===== src/pngu_pkg.sv =====
// Types, constants and helper functions of the scanline unpacker.
`default_nettype none
package pngu_pkg;

	localparam logic ACT_DATA = 1'b0;
	localparam logic ACT_TABLE = 1'b1;

	localparam logic [2:0] CT_INDEXED = 3'd3;

	localparam logic [1:0] CFG_PIX_FORMAT = 2'd0;
	localparam logic [1:0] CFG_CHAN_BITS = 2'd1;
	localparam logic [1:0] CFG_PIX_BYTES = 2'd2;
	localparam logic [1:0] CFG_IMAGE_WIDTH = 2'd3;

	localparam logic [16:0] MAX_WIDTH = 17'd4096;

	localparam int OBUF_DEPTH = 4;
	localparam int OBUF_AW = 2;

	typedef struct packed {
		logic [2:0] pix_format;
		logic [4:0] chan_bits;
		logic [3:0] pix_bytes;
		logic [12:0] image_width;
	} cfg_regs_t;

	typedef struct packed {
		logic rd_en;
		logic [7:0] rd_addr;
		logic wr_en;
		logic [7:0] wr_addr;
		logic [31:0] wr_data;
	} mem_req_t;

	typedef struct packed {
		logic valid;
		logic [11:0] col;
		logic from_mem;
		logic zero;
		logic [31:0] direct;
		logic last;
	} issue_t;

	typedef struct packed {
		logic [11:0] pixel_column;
		logic [31:0] rgba_pixel;
		logic last_of_byte;
	} out_item_t;

	function automatic logic [2:0] col_offset(input logic [2:0] pass);
		logic [2:0] r;
		unique case (pass)
			3'd1: r = 3'd4;
			3'd3: r = 3'd2;
			3'd5: r = 3'd1;
			default: r = 3'd0;
		endcase
		return r;
	endfunction

	function automatic logic [1:0] col_shift(input logic [2:0] pass);
		logic [1:0] r;
		unique case (pass)
			3'd0, 3'd1: r = 2'd3;
			3'd2, 3'd3: r = 2'd2;
			3'd4, 3'd5: r = 2'd1;
			default: r = 2'd0;
		endcase
		return r;
	endfunction

	function automatic logic [31:0] put_byte(input logic [31:0] word, input logic [3:0] pos,
			input logic [7:0] v);
		logic [31:0] r;
		r = word;
		unique case (pos)
			4'd0: r[31:24] = v;
			4'd1: r[23:16] = v;
			4'd2: r[15:8] = v;
			4'd3: r[7:0] = v;
			default: r = word;
		endcase
		return r;
	endfunction

	function automatic logic [3:0] grey_pos(input logic [3:0] kept, input logic grey);
		return kept + ((grey && kept != 4'd0) ? 4'd2 : 4'd0);
	endfunction

endpackage
`default_nettype wire


===== src/pngu_ifs.sv =====
// Handshake interfaces for scanline input, pixel output and configuration writes.
`default_nettype none
interface pngu_scan_if;
	logic valid;
	logic ready;
	logic action;
	logic [7:0] data_byte;
	logic [2:0] pass_number;
	logic last_in_row;
	logic [7:0] table_index;
	logic [31:0] table_value;

	modport source(output valid, action, data_byte, pass_number, last_in_row, table_index,
		table_value, input ready);
	modport sink(input valid, action, data_byte, pass_number, last_in_row, table_index,
		table_value, output ready);
endinterface

`default_nettype wire


===== src/pngu_unpack_seq.sv =====
// Item register, row state and per-pixel issue sequencer of the unpacker.
`default_nettype none
module pngu_unpack_seq #(
	parameter int TABLE_DEPTH = 256
) (
	input logic clk,
	input logic arst_n,
	input pngu_pkg::cfg_regs_t cfg_regs,
	pngu_scan_if.sink scanline,
	input logic issue_ok,
	output pngu_pkg::mem_req_t mem_req,
	output pngu_pkg::issue_t issue
);
	import pngu_pkg::*;

	logic cur_valid_q;
	logic action_q;
	logic [7:0] byte_q;
	logic [2:0] pass_q;
	logic last_q;
	logic [7:0] tidx_q;
	logic [31:0] tval_q;
	logic [2:0] bitpos_q;
	logic [12:0] next_column_q;
	logic [2:0] byte_in_pixel_q;
	logic [31:0] partial_pixel_q;

	logic accept;
	logic is_table;
	logic whole;
	logic [2:0] pass_off;
	logic [1:0] pass_sh;
	logic [16:0] col;
	logic [16:0] col_next;
	logic [16:0] width_eff;
	logic col_in;
	logic col_next_in;
	logic grey;
	logic d8;
	logic [3:0] bpp;
	logic [3:0] b_inc;
	logic [3:0] kept;
	logic [3:0] kept_inc;
	logic keep;
	logic full;
	logic [31:0] word;
	logic [1:0] dlog;
	logic [3:0] dstep;
	logic [7:0] shifted;
	logic [7:0] pal_idx;
	logic final_slot;
	logic emit;
	logic cur_done;
	logic issue_fire;

	always_comb begin
		is_table = action_q == ACT_TABLE;
		whole = cfg_regs.pix_format != CT_INDEXED && cfg_regs.chan_bits >= 5'd8;

		pass_off = col_offset(pass_q);
		pass_sh = col_shift(pass_q);
		col = 17'(pass_off) + (17'(next_column_q) << pass_sh);
		col_next = 17'(pass_off) + ((17'(next_column_q) + 17'd1) << pass_sh);
		width_eff = (17'(cfg_regs.image_width) < MAX_WIDTH) ? 17'(cfg_regs.image_width)
			: MAX_WIDTH;
		col_in = col < width_eff;
		col_next_in = col_next < width_eff;

		grey = !cfg_regs.pix_format[1];
		d8 = cfg_regs.chan_bits == 5'd8;
		priority if (cfg_regs.pix_bytes == 4'd0) begin
			bpp = 4'd1;
		end else if (cfg_regs.pix_bytes > 4'd8) begin
			bpp = 4'd8;
		end else begin
			bpp = cfg_regs.pix_bytes;
		end
		b_inc = {1'b0, byte_in_pixel_q} + 4'd1;
		kept = d8 ? {1'b0, byte_in_pixel_q} : {1'b0, b_inc[3:1]};
		keep = d8 || !byte_in_pixel_q[0];
		kept_inc = kept + {3'b000, keep};
		full = b_inc >= bpp;
		word = partial_pixel_q;
		if (keep) begin
			word = put_byte(word, grey_pos(kept, grey), byte_q);
			if (grey && kept == 4'd0) begin
				word = put_byte(word, 4'd1, byte_q);
				word = put_byte(word, 4'd2, byte_q);
			end
		end
		if (full && !cfg_regs.pix_format[2]) begin
			word = put_byte(word, grey_pos(kept_inc, grey), 8'hff);
		end

		priority if (cfg_regs.chan_bits >= 5'd8) begin
			dlog = 2'd3;
		end else if (cfg_regs.chan_bits >= 5'd4) begin
			dlog = 2'd2;
		end else if (cfg_regs.chan_bits >= 5'd2) begin
			dlog = 2'd1;
		end else begin
			dlog = 2'd0;
		end
		dstep = 4'd1 << dlog;
		shifted = byte_q << bitpos_q;
		final_slot = ({1'b0, bitpos_q} + dstep) >= 4'd8;
		unique case (dlog)
			2'd0: pal_idx = {7'd0, shifted[7]};
			2'd1: pal_idx = {6'd0, shifted[7:6]};
			2'd2: pal_idx = {4'd0, shifted[7:4]};
			default: pal_idx = shifted;
		endcase

		priority if (is_table) begin
			emit = 1'b0;
			cur_done = 1'b1;
		end else if (whole) begin
			emit = full && col_in;
			cur_done = !emit || issue_ok;
		end else begin
			emit = col_in;
			cur_done = !col_in || (issue_ok && (final_slot || !col_next_in));
		end
		issue_fire = cur_valid_q && emit && issue_ok;
	end

	assign scanline.ready = !cur_valid_q || cur_done;
	assign accept = scanline.valid && scanline.ready;

	assign issue.valid = issue_fire;
	assign issue.col = col[11:0];
	assign issue.from_mem = !whole;
	assign issue.zero = 32'(pal_idx) >= 32'(TABLE_DEPTH);
	assign issue.direct = word;
	assign issue.last = whole || final_slot || !col_next_in;

	assign mem_req.rd_en = issue_fire && !whole;
	assign mem_req.rd_addr = pal_idx;
	assign mem_req.wr_en = cur_valid_q && is_table && (32'(tidx_q) < 32'(TABLE_DEPTH));
	assign mem_req.wr_addr = tidx_q;
	assign mem_req.wr_data = tval_q;

	always_ff @(posedge clk) begin
		if (accept) begin
			action_q <= scanline.action;
			byte_q <= scanline.data_byte;
			pass_q <= scanline.pass_number;
			last_q <= scanline.last_in_row;
			tidx_q <= scanline.table_index;
			tval_q <= scanline.table_value;
		end
	end

	always_ff @(posedge clk or negedge arst_n) begin
		if (!arst_n) begin
			cur_valid_q <= 1'b0;
			bitpos_q <= 3'd0;
			next_column_q <= 13'd0;
			byte_in_pixel_q <= 3'd0;
			partial_pixel_q <= 32'd0;
		end else begin
			if (accept) begin
				cur_valid_q <= 1'b1;
			end else if (cur_valid_q && cur_done) begin
				cur_valid_q <= 1'b0;
			end

			if (cur_valid_q && !is_table && !whole) begin
				if (cur_done) begin
					bitpos_q <= 3'd0;
				end else if (issue_fire) begin
					bitpos_q <= bitpos_q + dstep[2:0];
				end
			end

			if (cur_valid_q && !is_table) begin
				if (cur_done && last_q) begin
					next_column_q <= 13'd0;
					byte_in_pixel_q <= 3'd0;
					partial_pixel_q <= 32'd0;
				end else begin
					if (issue_fire && next_column_q != 13'h1fff) begin
						next_column_q <= next_column_q + 13'd1;
					end
					if (whole && cur_done) begin
						if (full) begin
							byte_in_pixel_q <= 3'd0;
							partial_pixel_q <= 32'd0;
						end else begin
							byte_in_pixel_q <= b_inc[2:0];
							partial_pixel_q <= word;
						end
					end
				end
			end
		end
	end
endmodule
`default_nettype wire


===== src/flat_wrapper.sv =====
// flat-port wrapper written by rule: the top's interface ports become plain ports
module pngu_unpack_seq_flat import pngu_pkg::*;
#(
	parameter int TABLE_DEPTH = 256
)
  (clk, arst_n, cfg_regs, issue_ok, mem_req, issue, scanline_valid, scanline_action, scanline_data_byte, scanline_pass_number, scanline_last_in_row, scanline_table_index, scanline_table_value, scanline_ready);
  pngu_scan_if scanline_i ();
  input logic clk;
  input logic arst_n;
  input pngu_pkg::cfg_regs_t cfg_regs;
  input logic issue_ok;
  output pngu_pkg::mem_req_t mem_req;
  output pngu_pkg::issue_t issue;
  input wire logic [$bits(scanline_i.valid)-1:0] scanline_valid;
  input wire logic [$bits(scanline_i.action)-1:0] scanline_action;
  input wire logic [$bits(scanline_i.data_byte)-1:0] scanline_data_byte;
  input wire logic [$bits(scanline_i.pass_number)-1:0] scanline_pass_number;
  input wire logic [$bits(scanline_i.last_in_row)-1:0] scanline_last_in_row;
  input wire logic [$bits(scanline_i.table_index)-1:0] scanline_table_index;
  input wire logic [$bits(scanline_i.table_value)-1:0] scanline_table_value;
  output wire logic [$bits(scanline_i.ready)-1:0] scanline_ready;
  assign scanline_i.valid = scanline_valid;
  assign scanline_i.action = scanline_action;
  assign scanline_i.data_byte = scanline_data_byte;
  assign scanline_i.pass_number = scanline_pass_number;
  assign scanline_i.last_in_row = scanline_last_in_row;
  assign scanline_i.table_index = scanline_table_index;
  assign scanline_i.table_value = scanline_table_value;
  assign scanline_ready = scanline_i.ready;
  pngu_unpack_seq #(.TABLE_DEPTH(TABLE_DEPTH)) u_core (.clk(clk), .arst_n(arst_n), .cfg_regs(cfg_regs), .scanline(scanline_i), .issue_ok(issue_ok), .mem_req(mem_req), .issue(issue));
endmodule

===== config.mk =====
export PLATFORM = sky130hd
export DESIGN_NAME = pngu_unpack_seq_flat
export DESIGN_NICKNAME = d
export VERILOG_FILES = /design/src/pngu_pkg.sv /design/src/pngu_ifs.sv /design/src/pngu_unpack_seq.sv /design/src/flat_wrapper.sv
export SDC_FILE = /design/constraint.sdc
export NUM_CORES = 1
export LEC_CHECK = 0
export BUFFER_PORTS_ARGS = -buffer_cell sky130_fd_sc_hd__buf_2
export CAP_MARGIN = 40
export CORE_UTILIZATION = 45
export CTS_CLUSTER_DIAMETER = 120
export CTS_CLUSTER_SIZE = 24
export DETAILED_ROUTE_END_ITERATION = 10
export PLACE_DENSITY = 0.8
export SLEW_MARGIN = 20
export SYNTH_ARGS = -nofsm -noshare
export SYNTH_HDL_FRONTEND = slang
export SYNTH_SLANG_ARGS = --single-unit

===== constraint.sdc =====
create_clock -name clk -period 21.1 [get_ports clk]
set_input_delay 5.275 -clock clk [delete_from_list [all_inputs] [get_ports clk]]
set_output_delay 5.275 -clock clk [all_outputs]
set_load 0.05 [all_outputs]

==> results.json <==
{
  "status": "completed",
  "drt_wl_total_um": 19800,
  "ys_seq_area_frac": 0.376,
  "post_drt_wl_per_cell_um": 16.9,
  "finish.utilization": 0.540,
  "cts_resized": 0,
  "synth-adder-area-share": 0.0776,
  "synth_top_area_share": 0.207,
  "clock_skew_ns": 0.00881,
  "placed_area_um2": 8680,
  "holdPathStages": 1,
  "yosys.area.top_type": "edfxtp_1",
  "gp_congestion": 0.907,
  "slew_violations": 0,
  "synth_edf_count": 53,
  "path_class": "in -> out",
  "synthTopCellsByCount": "nand2_1 (96), edfxtp_1 (53), dfrtp_1 (52)",
  "pin_count": 181,
  "start_util": 0.463,
  "clk_pin_slew_ns": 0.07,
  "rsz0062_at_grt": "false",
  "fin_ws_ns": 6.52,
  "tns_ns": 0,
  "syn-instance-count": 797,
  "ys.warnings.count": 0,
  "synth_simple_gate_area_frac": 0.180,
  "grt_max_degree": 54,
  "relSlewSlack": 0.477,
  "path_max_fanout": 13,
  "overflow": 0,
  "synth_cell_types": 84,
  "pre_cts_ws_ns": 6.62,
  "grt_antenna_before_repair": 2,
  "cts_made_buffers": 9,
  "die_area_um2": 17600,
  "p_leak_nw": 4.24,
  "drv_cap": 0,
  "fin_crit_ns": 14.58,
  "worstPathArrival_ns": 9.31,
  "end_kind": "primary output",
  "synth_top_flop_cell": "edfxtp_1",
  "critPathRequiredTime_ns": 15.83,
  "via_count": 6700,
  "dp_hpwl_um": 15100,
  "synthMuxAreaShare": 0.0989,
  "power_density_nw_per_um2": 93.3,
  "async_reset_ff_frac": 0.495,
  "grt_util_all_layers": 0.224,
  "r2r-start": "u_core.pass_q[1]",
  "hp-start": "u_core.partial_pixel_q[5]",
  "port_buffers": 179,
  "nets": 1075,
  "post-route-period-util": 0.691,
  "core_um2": 16600,
  "ctsRootBufferMaster": "clkbuf_16",
  "vdd_drop_max_mv": 0.128,
  "cts_tree": "done",
  "startpoint_type": "input pin",
  "timing.fmax_mhz": 68.6,
  "clk_latency_ns": 0.35,
  "die_h_um": 133,
  "hold_class": "reg -> reg",
  "htree_levels": 3,
  "diodes": 0,
  "grt_pass1_vias": 6248,
  "holdPathEnd": "u_core.partial_pixel_q[5]",
  "ant_nets": 0,
  "r2r_slack_ns": 14.43,
  "final_cells": 1172,
  "drive_above_1_share": 0.253,
  "area_delta_synth_final_pct": 16.8,
  "syn_nets": 925,
  "finalHoldViolations": 0,
  "r2r_end": "u_core.byte_q[6]",
  "synth_xor_area_frac": 0.0364,
  "syn_area_per_cell_um2": 9.67,
  "clock_path_buffers": 2,
  "finalPower_uw": 839,
  "avgViaCountPerCell": 5.72,
  "synth_area_um2": 7700,
  "drc_errors": 0,
  "ys_top_cells_by_area": "edfxtp_1 (21%), dfrtp_1 (17%), ha_1 (7.0%)",
  "synth-compound-area-share": 0.182,
  "synth_top_family_by_area": "compound AO/OA/AOI/OAI gates",
  "dp.cells": 1155,
  "worst_pin_slew_ns": 0.778,
  "ff2ff_path_depth": 23,
  "ys_ff_latch": 105,
  "finalInstanceArea_um2": 8990,
  "drtPass1Iterations": 6,
  "synthMostInstantiatedCell": "nand2_1",
  "clock-sinks": 105,
  "setup_viol": 0,
  "postCtsHoldBufs": 0,
  "hold_ws_ns": 0.510,
  "postCtsSetupBuffers": 0,
  "grt_pass1_wl_um": 31900,
  "fp.dieW_um": 133,
  "initialDrtViolationCount": 582,
  "rows": 47
}
critical path: stages:
cell	delay, ns
buf_2	0.13
nand2b_1	0.15
nor4_2	0.30
buf_4	0.27
mux2_2	0.37
ha_1	0.24
xnor2_1	0.16
o2111ai_1	0.15
a21oi_1	0.18
nor2_1	0.06
ha_1	0.17
ha_1	0.26
nor4_1	0.56
or3b_2	0.61
nand2_1	0.14
buf_2	0.27
cells in the final DEF (no fill, tap or decap), drive strengths merged, types with 9 or more instances in the layout:
master,n
a21o,10
o211ai,9
o21ai,48
a21oi,31
a22o,35
ha,43
nand2b,9
nor3,22
buf,188
nor2b,11
xor2,12
a211oi,10
clkbuf,10
inv,29
dfrtp,52
nand3b,11
nand4,9
nor2,51
nand3,14
xnor2,20
edfxtp,53
nand2,96
mux2i,51
nor4,11
and2,9
cell type report:
type                       instances  area (um^2)
clock inverter                     7         85.1
clock buffer                       9          225
inverter                          26         97.6
fill                            1471         7650
tap                              220          275
multi-input combinational        616         4440
sequential                       105         2890
timing repair buffer             189          978
flip-flops by register name, indices dropped and copies added, names as in the netlist:
register                count
u_core.tval_q              32
u_core.pass_q               3
u_core.next_column_q       13
u_core.byte_q               8
u_core.last_q               1
u_core.byte_in_pixel_q      3
u_core.tidx_q               8
u_core.cur_valid_q          1
u_core.bitpos_q             3
u_core.partial_pixel_q     32
u_core.action_q             1
layer usage:
| layer | vias to the layer above | share of wire | GRT usage |
|---|---|---|---|
| met5 | - | 0 | 0 |
| met4 | 0 | 0.016 | 0.0619 |
| met3 | 24 | 0.086 | 0.0494 |
| met2 | 291 | 0.47 | 0.371 |
| met1 | 3117 | 0.43 | 0.295 |
| li1 | 3268 | - | - |
power breakdown:
part,internal [mW],switching (mW),total (mW)
clock,0.0946,0.0793,0.174
sequential,0.242,0.0211,0.263
combinational,0.118,0.285,0.402
how the worst max path moves through the flow:
stage	startpoint	endpoint	slack (ns)
6_report	cfg_regs[19]	issue[31]	6.52
4_1_cts	cfg_regs[19]	issue[26]	6.56
3_5_place_dp	cfg_regs[19]	issue[26]	6.62
2_1_floorplan	cfg_regs[19]	issue[25]	6.80
3_3_place_gp	cfg_regs[19]	issue[31]	6.78
5_1_grt	cfg_regs[19]	issue[32]	6.31
cells by family after synthesis:
logic type | Yosys count
buf+inv | 76
flops | 105
fa+ha+maj | 46
simple gates | 272
other cells | 1
compound gates | 199
mux | 66
xor+xnor | 32
(Power assumes the default switching activity.)
