[config.mk]
export PLATFORM = sky130hd
export DESIGN_NAME = pngu_out_buf_flat
export DESIGN_NICKNAME = d
export VERILOG_FILES = /design/src/pngu_pkg.sv /design/src/pngu_ifs.sv /design/src/pngu_out_buf.sv /design/src/flat_wrapper.sv
export SDC_FILE = /design/constraint.sdc
export NUM_CORES = 1
export LEC_CHECK = 0
export BUFFER_PORTS_ARGS = -buffer_cell sky130_fd_sc_hd__buf_4
export CORE_ASPECT_RATIO = 1.2
export CORE_MARGIN = 1
export CORE_UTILIZATION = 53
export CTS_BUF_LIST = sky130_fd_sc_hd__clkbuf_4
export CTS_CLUSTER_SIZE = 12
export DETAILED_ROUTE_END_ITERATION = 7
export GPL_ROUTABILITY_DRIVEN = 0
export PLACE_DENSITY_LB_ADDON = 0.1
export SYNTH_ARGS = -nofsm -noshare
export SYNTH_HDL_FRONTEND = slang
export SYNTH_SLANG_ARGS = --single-unit
[constraint.sdc]
create_clock -name clk -period 2.22 [get_ports clk]
set_input_delay 0.111 -clock clk [delete_from_list [all_inputs] [get_ports clk]]
set_output_delay 0.111 -clock clk [all_outputs]
set_load 0.005 [all_outputs]
[src/pngu_pkg.sv]
// Types, constants and helper functions of the scanline unpacker.
`default_nettype none
package pngu_pkg;

	localparam logic ACT_DATA = 1'b0;
	localparam logic ACT_TABLE = 1'b1;

	localparam logic [2:0] CT_INDEXED = 3'd3;

	localparam logic [1:0] CFG_PIX_FORMAT = 2'd0;
	localparam logic [1:0] CFG_CHAN_BITS = 2'd1;
	localparam logic [1:0] CFG_PIX_BYTES = 2'd2;
	localparam logic [1:0] CFG_IMAGE_WIDTH = 2'd3;

	localparam logic [16:0] MAX_WIDTH = 17'd4096;

	localparam int OBUF_DEPTH = 4;
	localparam int OBUF_AW = 2;

	typedef struct packed {
		logic [2:0] pix_format;
		logic [4:0] chan_bits;
		logic [3:0] pix_bytes;
		logic [12:0] image_width;
	} cfg_regs_t;

	typedef struct packed {
		logic rd_en;
		logic [7:0] rd_addr;
		logic wr_en;
		logic [7:0] wr_addr;
		logic [31:0] wr_data;
	} mem_req_t;

	typedef struct packed {
		logic valid;
		logic [11:0] col;
		logic from_mem;
		logic zero;
		logic [31:0] direct;
		logic last;
	} issue_t;

	typedef struct packed {
		logic [11:0] pixel_column;
		logic [31:0] rgba_pixel;
		logic last_of_byte;
	} out_item_t;

	function automatic logic [2:0] col_offset(input logic [2:0] pass);
		logic [2:0] r;
		unique case (pass)
			3'd1: r = 3'd4;
			3'd3: r = 3'd2;
			3'd5: r = 3'd1;
			default: r = 3'd0;
		endcase
		return r;
	endfunction

	function automatic logic [1:0] col_shift(input logic [2:0] pass);
		logic [1:0] r;
		unique case (pass)
			3'd0, 3'd1: r = 2'd3;
			3'd2, 3'd3: r = 2'd2;
			3'd4, 3'd5: r = 2'd1;
			default: r = 2'd0;
		endcase
		return r;
	endfunction

	function automatic logic [31:0] put_byte(input logic [31:0] word, input logic [3:0] pos,
			input logic [7:0] v);
		logic [31:0] r;
		r = word;
		unique case (pos)
			4'd0: r[31:24] = v;
			4'd1: r[23:16] = v;
			4'd2: r[15:8] = v;
			4'd3: r[7:0] = v;
			default: r = word;
		endcase
		return r;
	endfunction

	function automatic logic [3:0] grey_pos(input logic [3:0] kept, input logic grey);
		return kept + ((grey && kept != 4'd0) ? 4'd2 : 4'd0);
	endfunction

endpackage
`default_nettype wire

[src/pngu_ifs.sv]
// Handshake interfaces for scanline input, pixel output and configuration writes.
`default_nettype none


interface pngu_pix_if;
	logic valid;
	logic ready;
	logic [11:0] pixel_column;
	logic [31:0] rgba_pixel;
	logic last_of_byte;

	modport source(output valid, pixel_column, rgba_pixel, last_of_byte, input ready);
	modport sink(input valid, pixel_column, rgba_pixel, last_of_byte, output ready);
endinterface

`default_nettype wire

[src/pngu_out_buf.sv]
// Read-data alignment stage and output queue of the unpacker.
`default_nettype none
module pngu_out_buf (
	input logic clk,
	input logic arst_n,
	input pngu_pkg::issue_t issue,
	input logic [31:0] rd_data,
	output logic issue_ok,
	pngu_pix_if.source pixels
);
	import pngu_pkg::*;

	logic valid_s1;
	logic [11:0] col_s1;
	logic from_mem_s1;
	logic zero_s1;
	logic [31:0] direct_s1;
	logic last_s1;

	out_item_t fifo_q [OBUF_DEPTH];
	logic [OBUF_AW-1:0] wptr_q;
	logic [OBUF_AW-1:0] rptr_q;
	logic [OBUF_AW:0] count_q;

	out_item_t push_item;
	logic pop;

	always_comb begin
		push_item.pixel_column = col_s1;
		push_item.rgba_pixel = from_mem_s1 ? (zero_s1 ? 32'd0 : rd_data) : direct_s1;
		push_item.last_of_byte = last_s1;
	end

	assign issue_ok = (count_q + (OBUF_AW + 1)'(valid_s1)) < (OBUF_AW + 1)'(OBUF_DEPTH);
	assign pop = pixels.valid && pixels.ready;

	assign pixels.valid = count_q != '0;
	assign pixels.pixel_column = fifo_q[rptr_q].pixel_column;
	assign pixels.rgba_pixel = fifo_q[rptr_q].rgba_pixel;
	assign pixels.last_of_byte = fifo_q[rptr_q].last_of_byte;

	always_ff @(posedge clk) begin
		col_s1 <= issue.col;
		from_mem_s1 <= issue.from_mem;
		zero_s1 <= issue.zero;
		direct_s1 <= issue.direct;
		last_s1 <= issue.last;
		if (valid_s1) begin
			fifo_q[wptr_q] <= push_item;
		end
	end

	always_ff @(posedge clk or negedge arst_n) begin
		if (!arst_n) begin
			valid_s1 <= 1'b0;
			wptr_q <= '0;
			rptr_q <= '0;
			count_q <= '0;
		end else begin
			valid_s1 <= issue.valid;
			if (valid_s1) begin
				wptr_q <= wptr_q + OBUF_AW'(1);
			end
			if (pop) begin
				rptr_q <= rptr_q + OBUF_AW'(1);
			end
			unique case ({valid_s1, pop})
				2'b10: count_q <= count_q + (OBUF_AW + 1)'(1);
				2'b01: count_q <= count_q - (OBUF_AW + 1)'(1);
				default: count_q <= count_q;
			endcase
		end
	end
endmodule
`default_nettype wire

[src/flat_wrapper.sv]
// flat-port wrapper written by rule: the top's interface ports become plain ports
module pngu_out_buf_flat import pngu_pkg::*;
  (clk, arst_n, issue, rd_data, issue_ok, pixels_valid, pixels_pixel_column, pixels_rgba_pixel, pixels_last_of_byte, pixels_ready);
  pngu_pix_if pixels_i ();
  input logic clk;
  input logic arst_n;
  input pngu_pkg::issue_t issue;
  input logic [31:0] rd_data;
  output logic issue_ok;
  output wire logic [$bits(pixels_i.valid)-1:0] pixels_valid;
  output wire logic [$bits(pixels_i.pixel_column)-1:0] pixels_pixel_column;
  output wire logic [$bits(pixels_i.rgba_pixel)-1:0] pixels_rgba_pixel;
  output wire logic [$bits(pixels_i.last_of_byte)-1:0] pixels_last_of_byte;
  input wire logic [$bits(pixels_i.ready)-1:0] pixels_ready;
  assign pixels_valid = pixels_i.valid;
  assign pixels_pixel_column = pixels_i.pixel_column;
  assign pixels_rgba_pixel = pixels_i.rgba_pixel;
  assign pixels_last_of_byte = pixels_i.last_of_byte;
  assign pixels_i.ready = pixels_ready;
  pngu_out_buf u_core (.clk(clk), .arst_n(arst_n), .issue(issue), .rd_data(rd_data), .issue_ok(issue_ok), .pixels(pixels_i));
endmodule
==> flow_metrics.env, run 1 <==
export IMPL_rows=49
export IMPL_seq_area_frac_synth_pct=78.5
export IMPL_setup_violations=0
export IMPL_status="finished clean"
export IMPL_finalPower_mw=12.8
export IMPL_crit_path_cell_trace="buf_12, mux4_2, buf_4"
export IMPL_fin_crit_sh_pct=95.1
export IMPL_slowest_delay_ns=0.52
export IMPL_cpMaxStageDelayCell="mux4_2"
export IMPL_ys_warn_count=0
export IMPL_slew_headroom_pct=60.7
export IMPL_cts_tree="yes"
export IMPL_fin_skew_ns=0.0444
export IMPL_core_area_mm2=0.0152
export IMPL_syn_inst=425
export IMPL_rr_worst_depth=7
export IMPL_ys_seq_elements=235
export IMPL_critPathLaunchType="register"
export IMPL_syn_area_mm2=0.00833
export IMPL_synthArstFlopShare_pct=3.40
export IMPL_synth_area_per_cell_um2=19.6
export IMPL_io_buffers=129
export IMPL_root_buffer="clkbuf_4"
export IMPL_cts_sinks=235
export IMPL_layout_nets=787
export IMPL_crit_buf_inv=2
export IMPL_slew_viol_final=0
export IMPL_critical_path_top_delay_family="multiplexers"
export IMPL_max_clock_path_buffers=3
export IMPL_vias=4683
export IMPL_holdPathStages=2
export IMPL_fmax_mhz=474
export IMPL_area_delta_synth_final_pct=34.5
export IMPL_synth_edf_count=180
export IMPL_irDropWorstVdd_uv=846
export IMPL_final_min_clock_period_ns=2.11
export IMPL_clock_latency_ns=0.64
export IMPL_yosys_area_top_type_share_pct=64.9
export IMPL_crit_required_ns=2.11
export IMPL_antenna_found_initial=1
export IMPL_drtPass1Iterations=4
export IMPL_synth_cell_type_count=25
export IMPL_start_util_pct=54.8
export IMPL_synth_ff_type="edfxtp_1"
export IMPL_die_h_um=139
export IMPL_layout_drive_gt1_share_pct=38.7
export IMPL_grt_max_degree=33
export IMPL_finalNonFillerCells=949
export IMPL_wirelength_um=16500
export IMPL_dp_hpwl_um=9520
export IMPL_syn_nets=514
export IMPL_clkTransAtPathRegs_ns=0.08
export IMPL_drt_iter0_drc=223
export IMPL_ios=130
export IMPL_grt_pass1_vias=5223
export IMPL_cts_buffers=56
export IMPL_grt_pass1_wl_um=25600
export IMPL_drc=0
export IMPL_endpoint_kind="output pin"
export IMPL_fill_cells=994
export IMPL_avgViaCountPerCell=4.93
export IMPL_final_antenna_net_count=0
export IMPL_ctsHtreeMaxLevel=2
export IMPL_rsz0062_at_grt="true"
export IMPL_hold_violations=0
export IMPL_cp_max_fo=16
export IMPL_hold_path_class="input pin to register"
export IMPL_cp_depth=3
export IMPL_synthTopCellsByCount="edfxtp_1, dfxtp_1, mux4_2"
export IMPL_dp_cells=758
export IMPL_die_w_um=116
export IMPL_grt_use_total_pct=21.5
export IMPL_arrival_ns=2.00
export IMPL_dieArea_mm2=0.0162
export IMPL_worstMarginPinSlew_ns=0.583
export IMPL_wl_per_cell_um=17.4
export IMPL_worstSetupPathType="register to output pin"
export IMPL_p_leak_nw=4.36
export IMPL_yosys_area_top_type="edfxtp_1"
export IMPL_cap_violations=0
export IMPL_yosysMostFrequentCell="edfxtp_1"
export IMPL_power_density_mw_per_mm2=1140
export IMPL_overflow=0
export IMPL_synth_area_leaders="edfxtp_1, mux4_2, dfxtp_1, dfrtp_1, o21ai_0"
==> layout by cell type (no fill, tap or decap), types with 2 or more instances in the layout <==
cell           count
and2_2             4
buf_12             5
buf_4            140
buf_6              3
clkbuf_4          83
clkinv_1          17
clkinv_2           4
dfrtp_1            6
dfxtp_1           47
dlygate4sd3_1     83
edfxtp_1         180
ha_1               5
inv_1             38
mux4_2            45
nand2_1           34
o21ai_0           32
xnor2_1            2
xor2_1             5
==> flip-flops by register name, indices dropped and copies added, names as in the netlist <==
signal / flops
u_core.last_s1: 1
u_core.col_s1: 12
u_core.fifo_q: 180
u_core.rptr_q: 2
u_core.direct_s1: 32
u_core.wptr_q: 2
u_core.valid_s1: 1
u_core.count_q: 3
u_core.zero_s1: 1
u_core.from_mem_s1: 1
==> what timing repair did <==
action	in CTS	in global routing
gates resized for setup	0	3
setup buffers	3	0
endpoints found under the setup margin	45	3
hold buffers	83	0
endpoints found under the hold margin	186	0
==> cell type report <==
class	instances	area, um^2	share of cell area, %
Sequential cell	235	6550	58.4
Antenna cell	1	2.50	0.0223
Inverter	38	143	1.27
Clock buffer	83	623	5.56
Tap cell	204	255	2.28
Clock inverter	21	83.8	0.748
Timing Repair Buffer	232	2030	18.1
Multi-Input combinational cell	135	1520	13.6
==> stage by stage <==
stage	util (%)	hold WS, ns	setup WS [ns]	setup TNS [ns]	area (um^2)
finish	73.7	0.122	0.110	0	11200
global route	73.7	0.0614	-0.00631	-0.00631	11200
CTS	73.7	0.0550	0.0140	0	11200
detailed placement	63.3	-0.0591	0.414	0	9620
global placement	63.3	-0.0640	0.423	0	9620
floorplan	-	-0.185	0.112	0	8330
==> final timing paths <==
path / start / slack [ns] / to
max: u_core.rptr_q[0] / 0.11 / pixels_rgba_pixel[13]
max in group asynchronous: arst_n / 1.39 / u_core.rptr_q[0]
min in group asynchronous: arst_n / 0.51 / u_core.count_q[2]
min reg2reg: u_core.col_s1[2] / 0.47 / u_core.fifo_q[2][35]
max reg2reg: u_core.count_q[0] / 0.40 / u_core.count_q[2]
min: issue[32] / 0.12 / u_core.direct_s1[31]
==> cells by family after synthesis <==
logic type      after synthesis  share of synthesized area (%)
flops                       235                           78.5
compound gates               34                           2.10
simple gates                 42                           2.09
xor+xnor                      7                          0.736
mux                          46                           12.3
fa+ha+maj                     6                          0.991
buf+inv                      55                           3.26
==> report_power, final <==
part           total, mW  switching [mW]  internal (mW)  leakage [nW]
Combinational       3.67            1.60           2.07          1.77
Clock               3.31            1.59           1.72         0.424
Sequential          5.81           0.236           5.57          2.16
==> per-layer routing <==
layer	routed length, um	vias up	global-route usage (%)	share of wire (%)
met5	0	-	0	0
met4	274	0	8.10	1.7
met3	787	24	5.31	4.8
met2	8930	141	38.1	54
met1	6490	2319	24.7	39
li1	-	2199	-	-
No activity file was read; power rests on OpenSTA's default activity.
==> inputs of run 2 (changes only) <==
CELL_PAD_IN_SITES_DETAIL_PLACEMENT = 0   (was not set)
CELL_PAD_IN_SITES_GLOBAL_PLACEMENT = 1   (was not set)
CORE_UTILIZATION = 45   (was 53)
MAX_ROUTING_LAYER = met4   (was not set)
==> flow_metrics.env, run 2 (same netlist as run 1, synthesis figures left out) <==
export IMPL_status="complete, but fails checks"
export IMPL_violations="negative setup slack"
export IMPL_fin_skew_ns=0.0634
export IMPL_final_common_cell="edfxtp_1"
export IMPL_regMostFlops="u_core.fifo_q"
export IMPL_drt_iter0_drc=176
export IMPL_hold_violations=0
export IMPL_core_area_mm2=0.0182
export IMPL_irDropWorstVdd_uv=654
export IMPL_die_w_um=126
export IMPL_worstMarginPinSlew_ns=0.545
export IMPL_setup_violations=1
export IMPL_cap_violations=0
export IMPL_drc=0
export IMPL_cts_tree="yes"
export IMPL_max_clock_path_buffers=3
export IMPL_worstSetupPathType="register to output pin"
export IMPL_arrival_ns=2.11
export IMPL_dieArea_mm2=0.0191
export IMPL_io_buffers=129
export IMPL_hold_path_class="input pin to register"
export IMPL_fin_crit_sh_pct=100
export IMPL_top_regs="u_core.fifo_q: 180 flops, u_core.direct_s1: 32 flops, u_core.col_s1: 12 flops"
export IMPL_rrSetupSlack_ns=0.44
export IMPL_drtPass1Iterations=4
export IMPL_rows=54
export IMPL_clkTransAtPathRegs_ns=0.06
export IMPL_worst_slack_ns=-0.00423
export IMPL_cts_buffers=58
export IMPL_dp_cells=776
export IMPL_rsz0062_at_grt="true"
export IMPL_grt_max_degree=34
export IMPL_final_cell_mix="edfxtp_1, clkbuf_4, buf_4, dlygate4sd3_1, dfxtp_1"
export IMPL_power_internal_mw=10.4
export IMPL_cp_max_fo=7
export IMPL_cts_sinks=235
export IMPL_vias=4758
export IMPL_overflow=0
export IMPL_power_density_mw_per_mm2=1210
export IMPL_p_seq_share_pct=41.1
export IMPL_critPathLaunchType="register"
export IMPL_power_switching_mw=3.71
export IMPL_grt_pass1_vias=5126
export IMPL_dp_hpwl_um=9460
export IMPL_ff_latch_area_mm2=0.00655
export IMPL_antenna_found_initial=1
export IMPL_layout_drive_gt1_share_pct=42.0
export IMPL_grt_pass1_wl_um=25600
export IMPL_avgViaCountPerCell=4.84
export IMPL_clkPwrFrac_pct=26.8
export IMPL_clock_latency_ns=0.69
export IMPL_layout_nets=797
export IMPL_tns_ns=-0.00423
export IMPL_die_h_um=151
export IMPL_ctsHtreeMaxLevel=2
export IMPL_p_comb_share_pct=32.1
export IMPL_wirelength_um=17400
export IMPL_largest_reg_flops=180
export IMPL_start_util_pct=45.9
export IMPL_multiInputGateArea_mm2=0.00152
export IMPL_switching_share_pct=26.4
export IMPL_crit_required_ns=2.11
export IMPL_slew_viol_final=0
export IMPL_fmax_mhz=450
export IMPL_final_min_clock_period_ns=2.22
export IMPL_slew_headroom_pct=63.3
export IMPL_area_delta_synth_final_pct=39.7
export IMPL_wl_per_cell_um=17.7
export IMPL_fill_cells=1340
export IMPL_finalNonFillerCells=983
export IMPL_p_leak_nw=4.56
export IMPL_grt_use_total_pct=18.7
export IMPL_root_buffer="clkbuf_4"
export IMPL_ios=130
export IMPL_final_antenna_net_count=0
export IMPL_endpoint_kind="output pin"
## run 2: final timing paths
kind,endpoint,startpoint,cells past startpoint
setup / recovery,pixels_pixel_column[3],u_core.rptr_q[0],4
hold / removal,u_core.direct_s1[5],issue[6],2
setup reg to reg,u_core.count_q[2],u_core.count_q[0],7
hold reg to reg,u_core.fifo_q[1][35],u_core.col_s1[2],0
max in group asynchronous,u_core.rptr_q[0],arst_n,3
min in group asynchronous,u_core.count_q[1],arst_n,3
## run 2: per-stage QoR
| stage | power (mW) | setup slack (ns) | area [um^2] | hold WS, ns | util (%) |
|---|---|---|---|---|---|
| CTS | 13.8 | -0.0685 | 11400 | 0.00709 | 62.9 |
| detailed placement | 9.42 | 0.444 | 9590 | -0.0544 | 52.8 |
| global route | 14.8 | -0.0894 | 11600 | 0.0170 | 64.1 |
| finish | 14.1 | -0.00423 | 11600 | 0.0742 | 64.1 |
| floorplan | 7.84 | 0.112 | 8330 | -0.185 | - |
| global placement | 9.35 | 0.514 | 9590 | -0.0592 | 52.8 |
## run 2: final cells by class
cell class,count,area share (%)
clock buffers,108,6.96
multi-input cells,135,13.1
diodes,1,0.0215
inverters,38,1.23
repair buffers,240,19.9
flip-flops and latches,235,56.3
clock inverters,2,0.0752
well taps,224,2.41
## run 2: per-layer routing
metal | vias to the layer above | part of all wire [%] | GRT usage, %
met5 | - | 0 | -
met4 | 0 | 1.9 | 8.37
li1 | 2231 | - | -
met1 | 2362 | 39 | 19.4
met2 | 141 | 54 | 33.0
met3 | 24 | 5.0 | 5.44
## run 2: timing repair
| item | CTS | global route |
|---|---|---|
| resized for setup | 47 | 4 |
| hold buffers | 83 | 0 |
| gates cloned | 0 | 5 |
| endpoints found under the hold margin | 188 | 0 |
| setup endpoints to repair | 44 | 45 |
| buffers inserted | 0 | 8 |
## run 2: power by group through the flow
| stage | clock [mW] | combinational, mW | sequential (mW) |
|---|---|---|---|
| after floorplan | 0 | 2.02 | 5.81 |
| after detailed placement | 0 | 3.54 | 5.88 |
| after CTS | 3.89 | 4.11 | 5.79 |
| final | 3.77 | 4.52 | 5.78 |
| after global placement | 0 | 3.52 | 5.83 |
| after global routing | 4.11 | 4.83 | 5.85 |
## run 2: worst max-delay path, cell delays in order (launching register included)
cell and delay, ns:
dfrtp_4 0.52, buf_4 0.16, buf_16 0.14, mux4_2 0.47
buf_6 0.14
==> inputs of run 3 (changes only) <==
--- a/config.mk
+++ b/config.mk
@@ -7,3 +7,3 @@
 export LEC_CHECK = 0
-export BUFFER_PORTS_ARGS = -buffer_cell sky130_fd_sc_hd__buf_4
+export BUFFER_PORTS_ARGS = -buffer_cell sky130_fd_sc_hd__buf_2
 export CELL_PAD_IN_SITES_DETAIL_PLACEMENT = 0
==> constraint.sdc (replaced) <==
create_clock -name clk -period 2.22 [get_ports clk]
set_input_delay 0.555 -clock clk [delete_from_list [all_inputs] [get_ports clk]]
set_output_delay 0.555 -clock clk [all_outputs]
set_load 0.005 [all_outputs]
==> flow_metrics.env, run 3 (same netlist as run 1, synthesis figures left out) <==
export IMPL_status="complete, but fails checks"
export IMPL_violations="negative setup slack"
export IMPL_holdPathStages=3
export IMPL_power_density_mw_per_mm2=1210
export IMPL_whs_ns=0.292
export IMPL_slew_viol_final=0
export IMPL_core_area_mm2=0.0182
export IMPL_max_clock_path_buffers=3
export IMPL_clock_latency_ns=0.66
export IMPL_fmax_mhz=384
export IMPL_grt_max_degree=32
export IMPL_rrSetupSlack_ns=0.44
export IMPL_multiInputGateArea_mm2=0.00152
export IMPL_drc=0
export IMPL_slowest_delay_ns=0.50
export IMPL_startpoint="u_core.rptr_q[0]"
export IMPL_drt_iter0_drc=180
export IMPL_antenna_found_initial=1
export IMPL_r2r_start="u_core.count_q[2]"
export IMPL_worstMarginPinSlew_ns=0.604
export IMPL_fin_skew_ns=0.0266
export IMPL_ios=130
export IMPL_rr_worst_depth=7
export IMPL_overflow=0
export IMPL_avgViaCountPerCell=4.83
export IMPL_wirelength_um=15800
export IMPL_ctsHtreeMaxLevel=2
export IMPL_setup_violations=45
export IMPL_vias=4522
export IMPL_p_leak_nw=4.19
export IMPL_grt_pass1_vias=4916
export IMPL_final_cell_mix="edfxtp_1, buf_2, clkbuf_4, dlygate4sd3_1, dfxtp_1"
export IMPL_area_delta_synth_final_pct=29.3
export IMPL_hp_start="rd_data[4]"
export IMPL_io_buffers=129
export IMPL_root_buffer="clkbuf_4"
export IMPL_drtPass1Iterations=4
export IMPL_grt_pass1_wl_um=24500
export IMPL_crit_path_cell_trace="buf_12, buf_16, mux4_2, buf_2"
export IMPL_layout_nets=755
export IMPL_critPathLaunchType="register"
export IMPL_grt_use_total_pct=17.8
export IMPL_clkTransAtPathRegs_ns=0.07
export IMPL_top_regs="u_core.fifo_q: 180 flops, u_core.direct_s1: 32 flops, u_core.col_s1: 12 flops"
export IMPL_final_antenna_net_count=0
export IMPL_irDropWorstVdd_uv=617
export IMPL_layout_drive_gt1_share_pct=41.4
export IMPL_rows=54
export IMPL_regMostFlops="u_core.fifo_q"
export IMPL_wl_per_cell_um=16.8
export IMPL_final_common_cell="edfxtp_1"
export IMPL_hold_path_class="input pin to register"
export IMPL_cpMaxStageDelayCell="mux4_2"
export IMPL_start_util_pct=45.9
export IMPL_die_w_um=126
export IMPL_endpoint_kind="output pin"
export IMPL_die_h_um=151
export IMPL_slew_headroom_pct=59.3
export IMPL_cp_max_fo=7
export IMPL_cap_violations=0
export IMPL_hold_violations=0
export IMPL_dp_hpwl_um=9170
export IMPL_arrival_ns=2.05
export IMPL_ff_latch_area_mm2=0.00655
export IMPL_worstSetupPathType="register to output pin"
export IMPL_r2r_end="u_core.count_q[2]"
export IMPL_hold_end="u_core.fifo_q[2][5]"
export IMPL_crit_required_ns=1.66
export IMPL_rsz0062_at_grt="true"
export IMPL_cts_sinks=235
export IMPL_fin_crit_sh_pct=117
export IMPL_fill_cells=1424
export IMPL_final_min_clock_period_ns=2.60
export IMPL_worst_slack_ns=-0.382
export IMPL_dieArea_mm2=0.0191
export IMPL_finalPower_mw=13.1
export IMPL_largest_reg_flops=180
export IMPL_cts_tree="yes"
export IMPL_cts_buffers=59
[run 3: metal layers]
metal	GRT usage, %	routed length (um)	share of wire [%]
met1	18.9	6310	40
met4	7.41	276	1.8
met5	-	0	0
met3	4.80	891	5.7
met2	31.5	8290	53
[run 3: timing repair]
action                     in CTS  in global routing
gates resized for setup         4                  4
hold buffers                   49                  0
hold endpoints to repair       56                  0
gates cloned                    2                  0
setup endpoints to repair      45                 47
buffers inserted                2                  1
[run 3: final cells by class]
class	instances	area share, %
clock inverter	18	1.38
multi-input combinational	135	14.1
antenna	1	0.0232
sequential	235	60.8
tap	224	2.60
timing repair buffer	197	13.6
inverter	38	1.32
clock buffer	88	6.13
[run 3: worst max-delay path, delay by kind of cell, from the launching register on]
family | cells | cell delay (ns)
buffers and inverters | 3 | 0.41
multiplexers | 1 | 0.50
flip-flops | 1 | 0.48
[run 3: worst max path at each step]
stage                                   to  slack (ns)  cells after the start
floorplan              u_core.fifo_q[2][0]        0.11                      3
global placement      pixels_rgba_pixel[0]        0.23                      3
detailed placement    pixels_rgba_pixel[0]        0.22                      3
CTS                 pixels_pixel_column[5]       -0.45                      4
global route        pixels_pixel_column[4]       -0.51                      4
finish              pixels_pixel_column[5]       -0.38                      4
[run 3: metrics by stage]
| step | setup TNS (ns) | setup slack, ns | utilization (%) | instance area [um^2] | cells |
|---|---|---|---|---|---|
| 6_report | -15.49 | -0.382 | 59.3 | 10800 | 936 |
| 5_1_grt | -20.99 | -0.512 | 59.3 | 10800 | 936 |
| 3_3_place_gp | 0 | 0.230 | 51.4 | 9350 | 775 |
| 4_1_cts | -18.88 | -0.452 | 59.1 | 10700 | 934 |
| 2_1_floorplan | 0 | 0.112 | - | 8330 | 425 |
| 3_5_place_dp | 0 | 0.222 | 51.4 | 9350 | 775 |
[run 3: power by group]
| part | switching, mW | internal (mW) |
|---|---|---|
| Combinational | 1.63 | 1.89 |
| Sequential | 0.227 | 5.57 |
| Clock | 1.62 | 2.15 |
| Total | 3.48 | 9.61 |
